==> src/design/isam_pkg.sv <==
// ----------------------------------------------------------------------------
// Image shear address map - package
// Field widths, register indexes and the payload types of both channels.
// ----------------------------------------------------------------------------
`default_nettype none

package isam_pkg;

    localparam int COORD_W     = 17;
    localparam int AMT_W       = 17;
    localparam int SIZE_W      = 13;
    localparam int OUT_W       = 12;
    localparam int Q_W         = AMT_W;
    localparam int CFG_DATA_W  = 17;
    localparam int CFG_IDX_W   = 2;
    localparam int MAX_DIM_DEF = 4096;
    localparam int DIV_STAGES  = Q_W;
    localparam int LATENCY     = DIV_STAGES + 5;

    typedef enum logic [CFG_IDX_W-1:0] {
        CFG_VERTICAL = 2'd0,
        CFG_AMOUNT   = 2'd1,
        CFG_WIDTH    = 2'd2,
        CFG_HEIGHT   = 2'd3
    } t_cfg_idx;

    typedef struct packed {
        logic [COORD_W-1:0] dest_row;
        logic [COORD_W-1:0] dest_col;
    } t_pix_in;

    typedef struct packed {
        logic [OUT_W-1:0] src_row;
        logic [OUT_W-1:0] src_col;
        logic             is_background;
    } t_pix_out;

endpackage

`default_nettype wire

==> src/design/image_shear_address_map.sv <==
// ----------------------------------------------------------------------------
// Image shear address map
// Maps each destination pixel of a sheared frame to its source pixel, or
// flags it as zero background.
//
// Command channel: a coordinate pair on i_cmd is taken at a rising edge with
// start high and busy low. busy stays low, so one pair can enter every cycle.
// Result channel: o_strobe marks o_result for exactly one cycle; the receiver
// always takes it and cannot stall the block.
// Pipeline: the path from i_cmd to o_result runs through one multiply stage and
// a 17-stage restoring divider, one quotient bit per stage. Throughput: one
// pixel per cycle.
// Configuration: i_cfg_valid/o_cfg_ready write channel, o_cfg_ready always
// high; write only while no pixel is in flight. Index 0 shear_vertical,
// 1 shear_amount, 2 src_width, 3 src_height.
// Reset: synchronous, active low; empties the pipeline and restores the
// registers to horizontal mode, zero amount, 1 x 1 source.
// ----------------------------------------------------------------------------
`default_nettype none

module image_shear_address_map #(
    parameter int MAX_DIM = isam_pkg::MAX_DIM_DEF
) (
    input  logic                             i_clk,
    input  logic                             i_rst_n,
    input  logic                             start,
    output logic                             busy,
    input  isam_pkg::t_pix_in                i_cmd,
    output logic                             o_strobe,
    output isam_pkg::t_pix_out               o_result,
    input  logic                             i_cfg_valid,
    output logic                             o_cfg_ready,
    input  isam_pkg::t_cfg_idx               i_cfg_index,
    input  logic [isam_pkg::CFG_DATA_W-1:0]  i_cfg_data
);
    import isam_pkg::*;

    localparam int DIM_W  = $clog2(MAX_DIM + 1);
    localparam int PROD_W = AMT_W + DIM_W;

    typedef struct packed {
        logic [DIM_W-1:0]   rem;
        logic [Q_W-1:0]     low;
        logic [Q_W-1:0]     q;
        logic [COORD_W-1:0] row;
        logic [COORD_W-1:0] col;
        logic               in_frame;
    } t_div;

    logic               r_vertical;
    logic [AMT_W-1:0]   r_amount;
    logic [SIZE_W-1:0]  r_width;
    logic [SIZE_W-1:0]  r_height;

    logic               r_s1_valid;
    logic [COORD_W-1:0] r_s1_row;
    logic [COORD_W-1:0] r_s1_col;

    logic               r_s2_valid;
    logic [COORD_W-1:0] r_s2_row;
    logic [COORD_W-1:0] r_s2_col;
    logic               r_s2_in_frame;
    logic [DIM_W-1:0]   r_s2_num;

    logic [DIV_STAGES:0] r_div_vld;
    t_div                r_div [DIV_STAGES+1];
    t_div                n_div [DIV_STAGES+1];

    logic               r_s21_valid;
    logic               r_s21_in_frame;
    logic [COORD_W-1:0] r_s21_row;
    logic [COORD_W-1:0] r_s21_col;
    logic [COORD_W:0]   r_s21_diff;

    logic               r_out_valid;
    t_pix_out           r_out;
    t_pix_out           n_out;

    logic               amt_neg;
    logic               amt_pos;
    logic [AMT_W-1:0]   abs_a;
    logic [DIM_W-1:0]   dim_w;
    logic [DIM_W-1:0]   dim_h;
    logic [DIM_W-1:0]   div_d;
    logic               s1_in_frame;
    logic [DIM_W-1:0]   s1_num;
    logic [PROD_W-1:0]  s2_prod;
    logic [COORD_W-1:0] s20_shift;
    logic [COORD_W:0]   s20_diff;
    logic [DIM_W-1:0]   s21_lim;
    logic               s21_hit;

    function automatic logic [DIM_W-1:0] clamp_dim(input logic [SIZE_W-1:0] v);
        logic [DIM_W-1:0] d;
        if (v == '0) begin
            d = DIM_W'(1);
        end else if (32'(v) > 32'(MAX_DIM)) begin
            d = DIM_W'(MAX_DIM);
        end else begin
            d = DIM_W'(v);
        end
        return d;
    endfunction

    assign busy        = 1'b0;
    assign o_cfg_ready = 1'b1;

    always_ff @(posedge i_clk) begin
        if (!i_rst_n) begin
            r_vertical <= 1'b0;
            r_amount   <= '0;
            r_width    <= SIZE_W'(1);
            r_height   <= SIZE_W'(1);
        end else if (i_cfg_valid && o_cfg_ready) begin
            case (i_cfg_index)
                CFG_VERTICAL: r_vertical <= i_cfg_data[0];
                CFG_AMOUNT:   r_amount   <= i_cfg_data[AMT_W-1:0];
                CFG_WIDTH:    r_width    <= i_cfg_data[SIZE_W-1:0];
                CFG_HEIGHT:   r_height   <= i_cfg_data[SIZE_W-1:0];
                default:      r_vertical <= r_vertical;
            endcase
        end
    end

    always_comb begin
        amt_neg = r_amount[AMT_W-1];
        amt_pos = !amt_neg && (r_amount != '0);
        abs_a   = amt_neg ? AMT_W'(-r_amount) : r_amount;
        dim_w   = clamp_dim(r_width);
        dim_h   = clamp_dim(r_height);
        div_d   = r_vertical ? dim_w : dim_h;
    end

    // stage 1: transfer in
    always_ff @(posedge i_clk) begin
        if (!i_rst_n) begin
            r_s1_valid <= 1'b0;
        end else begin
            r_s1_valid <= start && !busy;
        end
    end

    always_ff @(posedge i_clk) begin
        r_s1_row <= i_cmd.dest_row;
        r_s1_col <= i_cmd.dest_col;
    end

    // stage 2: frame test and dividend factor
    always_comb begin
        if (r_vertical) begin
            s1_in_frame = r_s1_col < COORD_W'(dim_w);
            s1_num      = amt_neg ? DIM_W'(dim_w - DIM_W'(1) - DIM_W'(r_s1_col))
                                  : DIM_W'(r_s1_col);
        end else begin
            s1_in_frame = r_s1_row < COORD_W'(dim_h);
            s1_num      = DIM_W'(r_s1_row);
        end
    end

    always_ff @(posedge i_clk) begin
        if (!i_rst_n) begin
            r_s2_valid <= 1'b0;
        end else begin
            r_s2_valid <= r_s1_valid;
        end
    end

    always_ff @(posedge i_clk) begin
        r_s2_row      <= r_s1_row;
        r_s2_col      <= r_s1_col;
        r_s2_in_frame <= s1_in_frame;
        r_s2_num      <= s1_num;
    end

    // stage 3: product, loaded into the divider
    assign s2_prod = PROD_W'(abs_a) * PROD_W'(r_s2_num);

    always_comb begin
        n_div[0].rem      = s2_prod[PROD_W-1:Q_W];
        n_div[0].low      = s2_prod[Q_W-1:0];
        n_div[0].q        = '0;
        n_div[0].row      = r_s2_row;
        n_div[0].col      = r_s2_col;
        n_div[0].in_frame = r_s2_in_frame;
    end

    always_ff @(posedge i_clk) begin
        if (!i_rst_n) begin
            r_div_vld <= '0;
        end else begin
            r_div_vld <= {r_div_vld[DIV_STAGES-1:0], r_s2_valid};
        end
    end

    for (genvar k = 0; k <= DIV_STAGES; k++) begin : g_div
        always_ff @(posedge i_clk) begin
            r_div[k] <= n_div[k];
        end
    end

    for (genvar k = 0; k < DIV_STAGES; k++) begin : g_step
        logic [DIM_W:0] trial;
        logic           ge;
        always_comb begin
            trial = {r_div[k].rem, r_div[k].low[Q_W-1]};
            ge    = trial >= {1'b0, div_d};
            n_div[k+1]     = r_div[k];
            n_div[k+1].rem = ge ? DIM_W'(trial - {1'b0, div_d}) : trial[DIM_W-1:0];
            n_div[k+1].low = {r_div[k].low[Q_W-2:0], 1'b0};
            n_div[k+1].q   = {r_div[k].q[Q_W-2:0], ge};
        end
    end

    // stage 21: shift and offset into the source frame
    always_comb begin
        s20_shift = amt_pos ? COORD_W'(r_amount - r_div[DIV_STAGES].q)
                            : COORD_W'(r_div[DIV_STAGES].q);
        if (r_vertical) begin
            s20_diff = {1'b0, r_div[DIV_STAGES].row} - {1'b0, COORD_W'(r_div[DIV_STAGES].q)};
        end else begin
            s20_diff = {1'b0, r_div[DIV_STAGES].col} - {1'b0, s20_shift};
        end
    end

    always_ff @(posedge i_clk) begin
        if (!i_rst_n) begin
            r_s21_valid <= 1'b0;
        end else begin
            r_s21_valid <= r_div_vld[DIV_STAGES];
        end
    end

    always_ff @(posedge i_clk) begin
        r_s21_in_frame <= r_div[DIV_STAGES].in_frame;
        r_s21_row      <= r_div[DIV_STAGES].row;
        r_s21_col      <= r_div[DIV_STAGES].col;
        r_s21_diff     <= s20_diff;
    end

    // stage 22: range check and result register
    always_comb begin
        s21_lim = r_vertical ? dim_h : dim_w;
        s21_hit = r_s21_in_frame && !r_s21_diff[COORD_W]
                  && (r_s21_diff[COORD_W-1:0] < COORD_W'(s21_lim));
        n_out.is_background = !s21_hit;
        if (!s21_hit) begin
            n_out.src_row = '0;
            n_out.src_col = '0;
        end else if (r_vertical) begin
            n_out.src_row = r_s21_diff[OUT_W-1:0];
            n_out.src_col = r_s21_col[OUT_W-1:0];
        end else begin
            n_out.src_row = r_s21_row[OUT_W-1:0];
            n_out.src_col = r_s21_diff[OUT_W-1:0];
        end
    end

    always_ff @(posedge i_clk) begin
        if (!i_rst_n) begin
            r_out_valid <= 1'b0;
        end else begin
            r_out_valid <= r_s21_valid;
        end
    end

    always_ff @(posedge i_clk) begin
        r_out <= n_out;
    end

    assign o_strobe = r_out_valid;
    assign o_result = r_out;

endmodule

`default_nettype wire

==> config.mk <==
export PLATFORM = sky130hd
export DESIGN_NAME = image_shear_address_map
export DESIGN_NICKNAME = d
export VERILOG_FILES = /design/src/design/isam_pkg.sv /design/src/design/image_shear_address_map.sv
export SDC_FILE = /design/constraint.sdc
export NUM_CORES = 2
export LEC_CHECK = 0
export ABC_AREA = 1
export BUFFER_PORTS_ARGS = -buffer_cell sky130_fd_sc_hd__buf_2
export CORE_MARGIN = 2
export CORE_UTILIZATION = 55
export CTS_CLUSTER_DIAMETER = 120
export DETAILED_ROUTE_END_ITERATION = 10
export PLACE_DENSITY = 0.74
export SYNTH_ARGS = -nofsm -noshare
export SYNTH_HDL_FRONTEND = slang
export SYNTH_SLANG_ARGS = --single-unit
==> constraint.sdc <==
create_clock -name i_clk -period 7.2 [get_ports i_clk]
set_input_delay 0.36 -clock i_clk [delete_from_list [all_inputs] [get_ports i_clk]]
set_output_delay 0.36 -clock i_clk [all_outputs]
set_load 0.01 [all_outputs]
* Word level (Yosys, flattened, before mapping) *
Memories as Yosys holds them, arrays and structs flattened.
Index checks and enable logic that the tools add are counted.

word-level totals
  output and inout port bits = 28
  word-level logic and storage cells = 116
  RAM bits = 1476
  register bits = 216
  bits of input ports = 57
  memories kept = 1

memories
  name   depth  bits a word  read ports  clocked after Yosys merged registers in  wr ports  RTL line                       RTL
  r_div  18     82           18          0                                        18        image_shear_address_map.sv:66  t_div r_div [DIV_STAGES+1];

cells by class
  reduce and logical (&&, ||, !) cells = 14
  muxes and demuxes = 30
  add/subtract/negate cells = 23
  $lt $le $gt $ge = 22
  multiply operators = 1
  equality and inequality tests = 3

operators with widths
  kind                     count
  $mux W13                 25
  $ge A14 B13 Y1           17
  $sub A13 B13 Y13         18
  $lt A17 B13 Y1           3
  $sub A17 B17 Y18         2
  $mux W17                 2
  $mul A17 B13 Y30         1
  $gt A13 B13 Y1 const B   2
  $logic_not A13 Y1        2
  $mux W24                 1
  $mux W18                 1
  $neg A17 Y17             1
  $reduce_bool A17 Y1      1
  $sub A17 B17 Y17         1
  $sub A13 B1 Y13 const B  1
  $reduce_and A2 Y1        4
  $eq A2 B2 Y1 const B     2
  $logic_and A1 B1 Y1      3
  $logic_not A1 Y1         3
  $eq A2 B1 Y1 const B     1
  $logic_not A2 Y1         1
  $mux W1                  1

* Logic depth before layout (Yosys ltp) *
  depth after elaboration = 7
  mapped depth = 33
  gate-level depth less buffers = 33

* Worst setup path before layout *
Ideal clock, no wire load.

  path kind = reg-to-reg
  start point = register r_width[7]
  end point = memory r_div[11][77] (netlist name)
  setup time = 0.113 ns
  period minus slack after synthesis = 5.508 ns
  data arrival time = 5.395 ns
  required time = 7.087 ns
  cell stages (with the launch flop) = 18
  setup slack = 1.692 ns
  path buffers = 1
  cell sequence = dfxtp_1 nor2_1 nand2_1 nor2_1 nand3_1 nand2_1 nand2_1 inv_1 o21ai_0 fa_1 inv_1 nor2_2 nor2_2 o21ai_2 nand2_2 nand3_2 buf_6 o21ai_2

RTL lines
  item                    RTL line                        RTL
  start, declared         image_shear_address_map.sv:52   logic [SIZE_W-1:0] r_width;
  start signal, assigned  image_shear_address_map.sv:118  CFG_WIDTH: r_width <= i_cfg_data[SIZE_W-1:0];
  end, declared           image_shear_address_map.sv:66

==> metrics.txt <==
# TYPE chip_impl_metric gauge
chip_impl_info{name="run_status",value="finished, final reports clean"} 1
chip_impl_metric{name="gp_congestion",unit=""} 0.953
chip_impl_metric{name="dpl.hpwl",unit="um"} 113000
chip_impl_metric{name="min_period",unit="ns"} 6.24
chip_impl_metric{name="grt_max_degree",unit=""} 77
chip_impl_metric{name="leakage",unit="nW"} 31.6
chip_impl_metric{name="core",unit="mm2"} 0.104
chip_impl_metric{name="max-slew-margin-rel",unit="%"} 26.1
chip_impl_metric{name="grt_first_pass_wirelength",unit="um"} 229000
chip_impl_metric{name="yosys.cell_types.count",unit=""} 48
chip_impl_info{name="clockRootBuffer",value="clkbuf_16"} 1
chip_impl_info{name="reg2reg_from",value="r_amount[0]"} 1
chip_impl_metric{name="areaGrowthSynthToFinish",unit="%"} 12.2
chip_impl_metric{name="power.share.sequential",unit="%"} 34.3
chip_impl_metric{name="die_area",unit="mm2"} 0.107
chip_impl_metric{name="global_route.overflow_total",unit=""} 0
chip_impl_metric{name="worst_ep_required_time",unit="ns"} 7.83
chip_impl_info{name="critical_path_launch_point_type",value="flip-flop"} 1
chip_impl_info{name="critPathLaunch",value="r_amount[0]"} 1
chip_impl_metric{name="total_global_routing_track_utilization",unit="%"} 27.6
chip_impl_metric{name="ys_seq_elements",unit=""} 1373
chip_impl_metric{name="seq_area_frac_synth",unit="%"} 47.7
chip_impl_metric{name="clock_sink_count",unit=""} 1373
chip_impl_info{name="rsz_0062_raised_after_global_routing",value="false"} 1
chip_impl_metric{name="final_count_of_hold_timing_violations",unit=""} 0
chip_impl_metric{name="timing.reg2reg.setup_slack",unit="ns"} 0.96
chip_impl_metric{name="final_max_slew_violation_count",unit=""} 0
chip_impl_metric{name="detail_route.vias_per_cell",unit=""} 5.24
chip_impl_metric{name="ys_async_sr_fraction",unit="%"} 0
chip_impl_metric{name="die_x",unit="um"} 328
chip_impl_info{name="synth_top_flop_cell",value="dfxtp_1"} 1
chip_impl_metric{name="clk_pin_slew",unit="ns"} 0.06
chip_impl_metric{name="fin_hold_ws",unit="ns"} 0.118
chip_impl_info{name="yosys.cell_count.top_type",value="nand2_1"} 1
chip_impl_metric{name="share_of_post_route_cells_with_drive_strength_above_1",unit="%"} 7.82
chip_impl_metric{name="timing.reg2reg.worst_path_depth",unit=""} 24
chip_impl_metric{name="combinationalPowerShare",unit="%"} 41.3
chip_impl_metric{name="numPortBuffers",unit=""} 82
chip_impl_info{name="most_common_library_cells_after_synthesis",value="nand2_1 (1,510), dfxtp_1 (1,373), inv_1 (938)"} 1
chip_impl_metric{name="grt_antenna_before_repair",unit=""} 7
chip_impl_metric{name="cts-buffers-inserted",unit=""} 132
chip_impl_info{name="ys_top_cells_by_area",value="dfxtp_1 (48%), nand2_1 (9.8%), ha_1 (8.6%), fa_1 (6.4%), inv_1 (6.1%)"} 1
chip_impl_metric{name="critical_path_peak_fanout",unit=""} 15
chip_impl_metric{name="number_of_flops_mapped_to_enable_cells_by_yosys",unit=""} 0
chip_impl_metric{name="detail_route.iter0.violations",unit=""} 3429
chip_impl_metric{name="tightest_slew",unit="ns"} 1.11
chip_impl_metric{name="net_sw_power",unit="W"} 0.0119
chip_impl_info{name="worstHoldPathType",value="input port to flip-flop"} 1
chip_impl_info{name="critical_path_class",value="flip-flop to flip-flop"} 1
chip_impl_metric{name="die_height",unit="um"} 328
chip_impl_metric{name="htree_num_levels",unit=""} 4
chip_impl_info{name="timing.rr.end",value="r_div[0][75]"} 1
chip_impl_metric{name="wire_per_inst",unit="um"} 17.9
chip_impl_metric{name="swShare",unit="%"} 39.8
chip_impl_metric{name="final.setup_skew",unit="ns"} 0.0322
chip_impl_metric{name="drv.max_cap_violation_count",unit=""} 0
chip_impl_metric{name="post_cts.resized_instances",unit=""} 0
chip_impl_metric{name="max_freq",unit="MHz"} 160
chip_impl_info{name="synth.largest_area_cell",value="dfxtp_1"} 1
chip_impl_metric{name="fin_crit_sh",unit="%"} 86.6
chip_impl_metric{name="synth_warnings",unit=""} 0
chip_impl_metric{name="avgSynthCellArea",unit="um2"} 8.73
chip_impl_metric{name="clock_insertion_delay_at_the_later_pin_of_the_skew_report",unit="ns"} 0.75
chip_impl_info{name="worst_setup_end_kind",value="flip-flop"} 1
chip_impl_info{name="crit_path_end",value="r_div[0][75]"} 1
chip_impl_metric{name="drt-total-wl",unit="um"} 148000
chip_impl_metric{name="vias",unit=""} 43433
chip_impl_info{name="tritoncts",value="done"} 1
chip_impl_metric{name="first_global_vias",unit=""} 41967
chip_impl_metric{name="syn_inst",unit=""} 6607
chip_impl_metric{name="post_synth_instance_area",unit="mm2"} 0.0576
chip_impl_metric{name="top_level_ports",unit=""} 85
chip_impl_metric{name="ir_worst_vdd",unit="uV"} 284
chip_impl_metric{name="power_report.internal_total",unit="W"} 0.0180
chip_impl_metric{name="drt_pre_antenna_iters",unit=""} 7
chip_impl_metric{name="fp-row-count",unit=""} 118
chip_impl_metric{name="nets",unit=""} 7437
chip_impl_metric{name="mappedNetlistNets",unit=""} 7244
chip_impl_metric{name="critPathArrivalTime",unit="ns"} 6.87
chip_impl_metric{name="pwr_density_cell",unit="mW/mm2"} 462
chip_impl_metric{name="drc",unit=""} 0
chip_impl_metric{name="max-clock-path-buffers",unit=""} 3
chip_impl_metric{name="netlist.area_leader.share",unit="%"} 47.7
chip_impl_metric{name="starting_density_of_the_core",unit="%"} 55.5
chip_impl_metric{name="power.clock.fraction",unit="%"} 24.4
chip_impl_metric{name="setup_viol",unit=""} 0
chip_impl_metric{name="ant_nets",unit=""} 0
chip_impl_metric{name="setup-tns-final",unit="ns"} 0
## sequential cells by signal (all words and copies together), names as in the netlist, 12 cells and up
name,count
r_div,1157
r_width,13
r_s2_row,17
r_s1_row,17
r_s2_num,13
r_s21_col,12
r_height,13
o_result,25
r_amount,17
r_s1_col,17
r_div_vld,18
r_s2_col,17
r_s21_row,12
r_s21_diff,18
## critical path, stage by stage, from the launching register on
cell and delay (ns):
dfxtp_1 0.65, inv_1 0.18, ha_1 0.25, nand2_2 0.10
nor2_2 0.07, nand2_4 0.09, o21ai_1 0.07, or2_1 0.24
nand2_2 0.20, nand2_1 0.13, fa_1 0.57, inv_1 0.06
fa_1 0.56, fa_1 0.46, fa_1 0.56, inv_1 0.06
fa_1 0.53, inv_1 0.04, ha_1 0.36, a21oi_1 0.29
o21ai_0 0.24, a21oi_1 0.21, nand3_1 0.09, nand2_1 0.06
nand2_1 0.04
## layout by cell type (no fill, tap or decap), types with 52 or more instances in the layout
master	n
nand4_1	205
a21oi_1	247
ha_1	395
xor2_1	91
fa_1	185
nand2_1	1510
nand3_1	298
o21ai_0	177
dlygate4sd3_1	52
o21ai_1	119
inv_1	938
nor3_1	71
buf_2	82
nor2_1	503
dfxtp_1	1372
xnor2_1	54
nand3_2	59
clkbuf_16	133
## power by group through the flow
stage / clock network [W] / registers (W) / logic [W]
floorplan: 0 / 0.00994 / 0.00966
global placement: 0 / 0.0104 / 0.0119
detailed placement: 0 / 0.0104 / 0.0120
CTS: 0.00743 / 0.0103 / 0.0122
global route: 0.00774 / 0.0104 / 0.0140
finish: 0.00730 / 0.0103 / 0.0123
## metrics by stage
stage          std cells  util [%]  setup slack (ns)  area, um2  power, W
2_1_floorplan       6607         -              1.69      57600    0.0196
6_report            8293      62.3             0.964      64700    0.0299
5_1_grt             8292      62.3             0.564      64700    0.0321
3_5_place_dp        7994      57.3              1.03      59400    0.0224
3_3_place_gp        7994      57.3              1.12      59400    0.0222
4_1_cts             8287      62.3              1.02      64700    0.0299
## worst min path at each step
| stage | from | cells past startpoint | end |
|---|---|---|---|
| floorplan | r_s2_in_frame | 0 | r_div[0][0] |
| global placement | r_div[6][34] | 0 | r_div[7][34] |
| detailed placement | r_div[12][67] | 0 | r_div[13][68] |
| CTS | i_cfg_data[13] | 3 | r_amount[13] |
| global route | i_cfg_data[15] | 3 | r_amount[15] |
| finish | i_cfg_data[13] | 3 | r_amount[13] |
## kinds of logic after synthesis
logic type / after synthesis / synth area share, %
xor+xnor: 145 / 2.20
mux: 23 / 0.399
flops: 1373 / 47.7
other cells: 2 / 0.0130
compound gates: 666 / 6.40
buf+inv: 1043 / 7.27
simple gates: 2775 / 21.0
fa+ha+maj: 580 / 15.0
## metal layers
layer	global-route usage [%]	share of wire, %	vias to the layer above
li1	-	-	21439
met1	35.0	42	19999
met2	44.4	45	1569
met3	4.50	6.7	422
met4	16.3	6.5	4
met5	0	0.024	-
## timing repair
| item | 4_1_cts | 5_1_grt |
|---|---|---|
| hold buffers | 52 | 0 |
| buffers inserted | 0 | 0 |
| endpoints found under the hold margin | 60 | 0 |
## final cells by class
class / instances / area (um2)
antenna: 6 / 15.0
clock buffer: 170 / 3720
clock inverter: 71 / 1020
fill: 8768 / 39100
inverter: 950 / 3570
multi-input combinational: 4191 / 26100
sequential: 1373 / 27500
tap: 1380 / 1730
timing repair buffer: 152 / 1070
Note: power is estimated with default switching activity, not from simulation.
